--- config.mk ---
export PLATFORM = sky130hd
export DESIGN_NAME = sth_ctrl
export DESIGN_NICKNAME = d
export VERILOG_FILES = /design/src/sv/sth_pkg.sv /design/src/sv/sth_ctrl.sv
export SDC_FILE = /design/constraint.sdc
export NUM_CORES = 1
export LEC_CHECK = 0
export BUFFER_PORTS_ARGS = -buffer_cell sky130_fd_sc_hd__clkbuf_2
export CORE_AREA = 5 5 42 44
export CTS_BUF_LIST = sky130_fd_sc_hd__clkbuf_4 sky130_fd_sc_hd__clkbuf_8
export DETAILED_ROUTE_END_ITERATION = 8
export DIE_AREA = 0 0 47 49
export SETUP_SLACK_MARGIN = 0.15
export SLEW_MARGIN = 20
export SYNTH_ARGS = -nofsm -noshare
export SYNTH_HDL_FRONTEND = slang
export SYNTH_SLANG_ARGS = --single-unit
--- constraint.sdc ---
create_clock -name clk -period 1.7 [get_ports clk]
set_input_delay 0.17 -clock clk [delete_from_list [all_inputs] [get_ports clk]]
set_output_delay 0.17 -clock clk [all_outputs]
set_load 0.02 [all_outputs]
--- src/sv/sth_pkg.sv ---
// ----------------------------------------------------------------------------
// sth_pkg: shared types and constants of the state transition histogram
// Field widths of the channels and the command and status bundles that
// join the controller to the datapath.
// ----------------------------------------------------------------------------
package sth_pkg;

  localparam int SLOT_IN_W = 8;   // width of slot_index on the input channel
  localparam int CODE_W    = 4;   // width of a state code
  localparam int RES_W     = 32;  // width of every reported count

  // Commands from the controller to the datapath.
  typedef struct packed {
    logic clr_step;  // write reset contents at the clear pointer, then advance it
    logic capture;   // take the input transaction, start slot and occupancy reads
    logic pair_rd;   // start the pair counter read
    logic update;    // write back counters and load the output register
  } sth_cmd_t;

  // Status from the datapath to the controller.
  typedef struct packed {
    logic clr_last;  // clear pointer is at the last memory entry
    logic out_free;  // output register is empty or is drained this cycle
  } sth_sts_t;

endpackage

--- src/sv/sth_ctrl.sv ---
// ----------------------------------------------------------------------------
// sth_ctrl: sequencer of the state transition histogram
// Runs the clearing pass after reset, then walks each transaction through
// fetch and update.
// ----------------------------------------------------------------------------
module sth_ctrl import sth_pkg::*; (
  input  logic     clk,
  input  logic     rst_n,
  input  logic     in_valid,
  output logic     in_ready,
  output sth_cmd_t cmd,
  input  sth_sts_t sts
);

  localparam logic [1:0] S_CLEAR  = 2'd0;
  localparam logic [1:0] S_IDLE   = 2'd1;
  localparam logic [1:0] S_FETCH  = 2'd2;
  localparam logic [1:0] S_UPDATE = 2'd3;

  logic [1:0] state_r;
  logic [1:0] state_nxt;

  assign in_ready = (state_r == S_IDLE);

  always_comb begin
    state_nxt = state_r;
    cmd       = '0;
    unique case (state_r)
      S_CLEAR: begin
        cmd.clr_step = 1'b1;
        if (sts.clr_last) begin
          state_nxt = S_IDLE;
        end
      end
      S_IDLE: begin
        if (in_valid) begin
          cmd.capture = 1'b1;
          state_nxt   = S_FETCH;
        end
      end
      S_FETCH: begin
        // The pair counter address needs the previous code read last cycle.
        cmd.pair_rd = 1'b1;
        state_nxt   = S_UPDATE;
      end
      S_UPDATE: begin
        if (sts.out_free) begin
          cmd.update = 1'b1;
          state_nxt  = S_IDLE;
        end
      end
      default: begin
        state_nxt = S_CLEAR;
      end
    endcase
  end

  always_ff @(posedge clk) begin
    if (!rst_n) begin
      state_r <= S_CLEAR;
    end else begin
      state_r <= state_nxt;
    end
  end

endmodule

==> impl_metrics.json <==
{
  "worstHoldPathType": "input pin to flip-flop",
  "areaGrowthSynthToFinish_pct": 51.7,
  "grt_overflow": 0,
  "rsz0062_at_grt": "false",
  "drive_above_1_share": 0.441,
  "required_ns": 1.85,
  "place_congestion": 0.620,
  "finalWorstSetupSlack_ns": 0.292,
  "endpoint_kind": "flip-flop",
  "slowest_delay_ns": 0.36,
  "power.density_nw_per_um2": 1390,
  "tightest_slew_ns": 0.275,
  "cp-start-kind": "flip-flop",
  "coreArea_um2": 1400,
  "antenna_found_initial": 0,
  "cts_buffers": 3,
  "timing.hold.ws_ns": 0.241,
  "vias": 176,
  "cts_tree": "built",
  "cp_max_fo": 4,
  "synth_nets": 31,
  "dp_hpwl_um": 333,
  "ctsHoldBuffers": 0,
  "peakVddDrop_mv": 0.329,
  "htreeDepth": 1,
  "finalSetupViolCount": 0,
  "n_antenna_cell": 0,
  "core.rowCount": 14,
  "p_seq_frac": 0.212,
  "finalCriticalPeriod_ns": 1.41,
  "synth-seq-cells": 2,
  "drt_wl_total_um": 380,
  "root_buffer": "clkbuf_4",
  "die_y_um": 49,
  "maxCapViolations": 0,
  "p_sw_frac": 0.406,
  "fp.dieArea_um2": 2300,
  "dp.cells": 46,
  "p_sw_mw": 0.158,
  "clock_latency_ns": 0.22,
  "cpLargestDelayFamily": "flip-flops",
  "vias_per_cell": 3.52,
  "synthCells": 21,
  "first_pass_iters": 4,
  "grt_max_degree": 6,
  "dp_slack_ns": 0.152,
  "grt_use_total": 0.0457,
  "largest_reg_flops": 2,
  "fmax_ghz": 0.710,
  "drv_slew": 0,
  "finalHoldViolCount": 0,
  "drc": 0,
  "crit_path_top_delay_cell": "dfxtp_1",
  "die_x_um": 47,
  "drt_iter0_markers": 8,
  "grt_pass1_wl_um": 676,
  "grt_pass1_vias": 174,
  "crit_chain": "inv_1 -> ha_1 -> a222oi_1 -> buf_4 -> mux2i_1",
  "fin_area_um2": 279,
  "dpl_cell_area_um2": 249,
  "power.leakage_nw": 0.156,
  "fin_util": 0.199,
  "cts_num_sinks": 2,
  "worstSetupPathType": "flip-flop to flip-flop",
  "setup_tns_ns": 0,
  "critical_path_buf_inv_count": 2,
  "detail-route-antenna-nets": 0,
  "min_period_over_period": 0.828,
  "synth_seq_area_share": 0.218,
  "ys_types": 10,
  "io_pins": 10,
  "p_int_mw": 0.231,
  "clkPwrFrac": 0.263,
  "total_power_mw": 0.389,
  "fin_skew_ns": 0.00332,
  "stdcell_count": 50,
  "combPwrFrac": 0.525,
  "layout_common_cells": "clkbuf_2, ha_1, inv_1, nand2_1, clkbuf_4",
  "syn-cell-area_um2": 184,
  "regMostFlops": "state_r",
  "wl_per_cell_um": 7.60,
  "nets": 46,
  "cts.path.max_buffers": 2,
  "reg_top3": "state_r: 2 flops",
  "final_common_cell": "clkbuf_2",
  "synth_warnings": 0,
  "port_buffers": 9,
  "status": "complete, no violations",
  "arrival_ns": 1.56,
  "slew_headroom": 0.816,
  "path_clk_slew_ns": 0.03,
  "syn_avg_cell_area_um2": 8.76,
  "fillers": 170,
  "initial_core_util": 0.131
}
## synthesized netlist by cell type
master,instances,area (um^2)
ha_1,5,62.6
inv_1,4,15.0
nand2_1,3,11.3
dfxtp_1,2,40.0
mux2i_1,2,20.0
a222oi_1,1,10.0
and2_1,1,6.26
and2_2,1,7.51
clkinvlp_2,1,5.00
nand2b_1,1,6.26
## worst register-to-register path, cell delays in order, from the launching register on
cell and delay [ns]:
dfxtp_1 0.36, inv_1 0.09, ha_1 0.21, a222oi_1 0.32, buf_4 0.18, mux2i_1 0.18
## area by class of cell
cell class / instances / area, um^2 / share of cell area
multi-input combinational: 14 / 124 / 0.444
sequential: 2 / 40.0 / 0.143
clock buffer: 3 / 22.5 / 0.0807
timing repair buffer: 10 / 52.6 / 0.188
inverter: 5 / 20.0 / 0.0717
tap: 16 / 20.0 / 0.0717
## final timing paths
path	startpoint	endpoint	slack, ns	cells past startpoint
worst max-delay path	state_r[1]$_SDFFE_PN0P_	state_r[0]$_SDFFE_PN0P_	0.29	5
worst min-delay path	rst_n	state_r[1]$_SDFFE_PN0P_	0.24	3
worst max register to register	state_r[1]$_SDFFE_PN0P_	state_r[0]$_SDFFE_PN0P_	0.29	5
worst min register to register	state_r[1]$_SDFFE_PN0P_	state_r[1]$_SDFFE_PN0P_	0.49	2
## per-layer routing
layer  vias up  track usage  routed length [um]
met1        73       0.0438                 157
met3         0       0.0480                  88
met5         -            0                   0
met4         0       0.0415                   0
met2        11       0.0520                 134
li1         92            -                   -
## power by group through the flow
stage               logic (mW)  registers [mW]  clock network, mW
finish                   0.204          0.0825              0.102
CTS                      0.194          0.0831              0.110
floorplan                0.148          0.0796                  0
detailed placement       0.194          0.0838                  0
global placement         0.193          0.0821                  0
global route             0.229          0.0873              0.117
## logic make-up after synthesis
group,share of synthesized area
AND/OR/NAND/NOR,0.170
buffers and inverters,0.109
adder cells (fa/ha/maj),0.340
multiplexers,0.109
flip-flops,0.218
AO/OA/AOI/OAI,0.0544
## timing repair
item	4_1_cts	5_1_grt
setup buffers	0	1
endpoints found under the setup margin	0	2
gates resized for setup	0	0
Power figures use the tool's default switching activity.
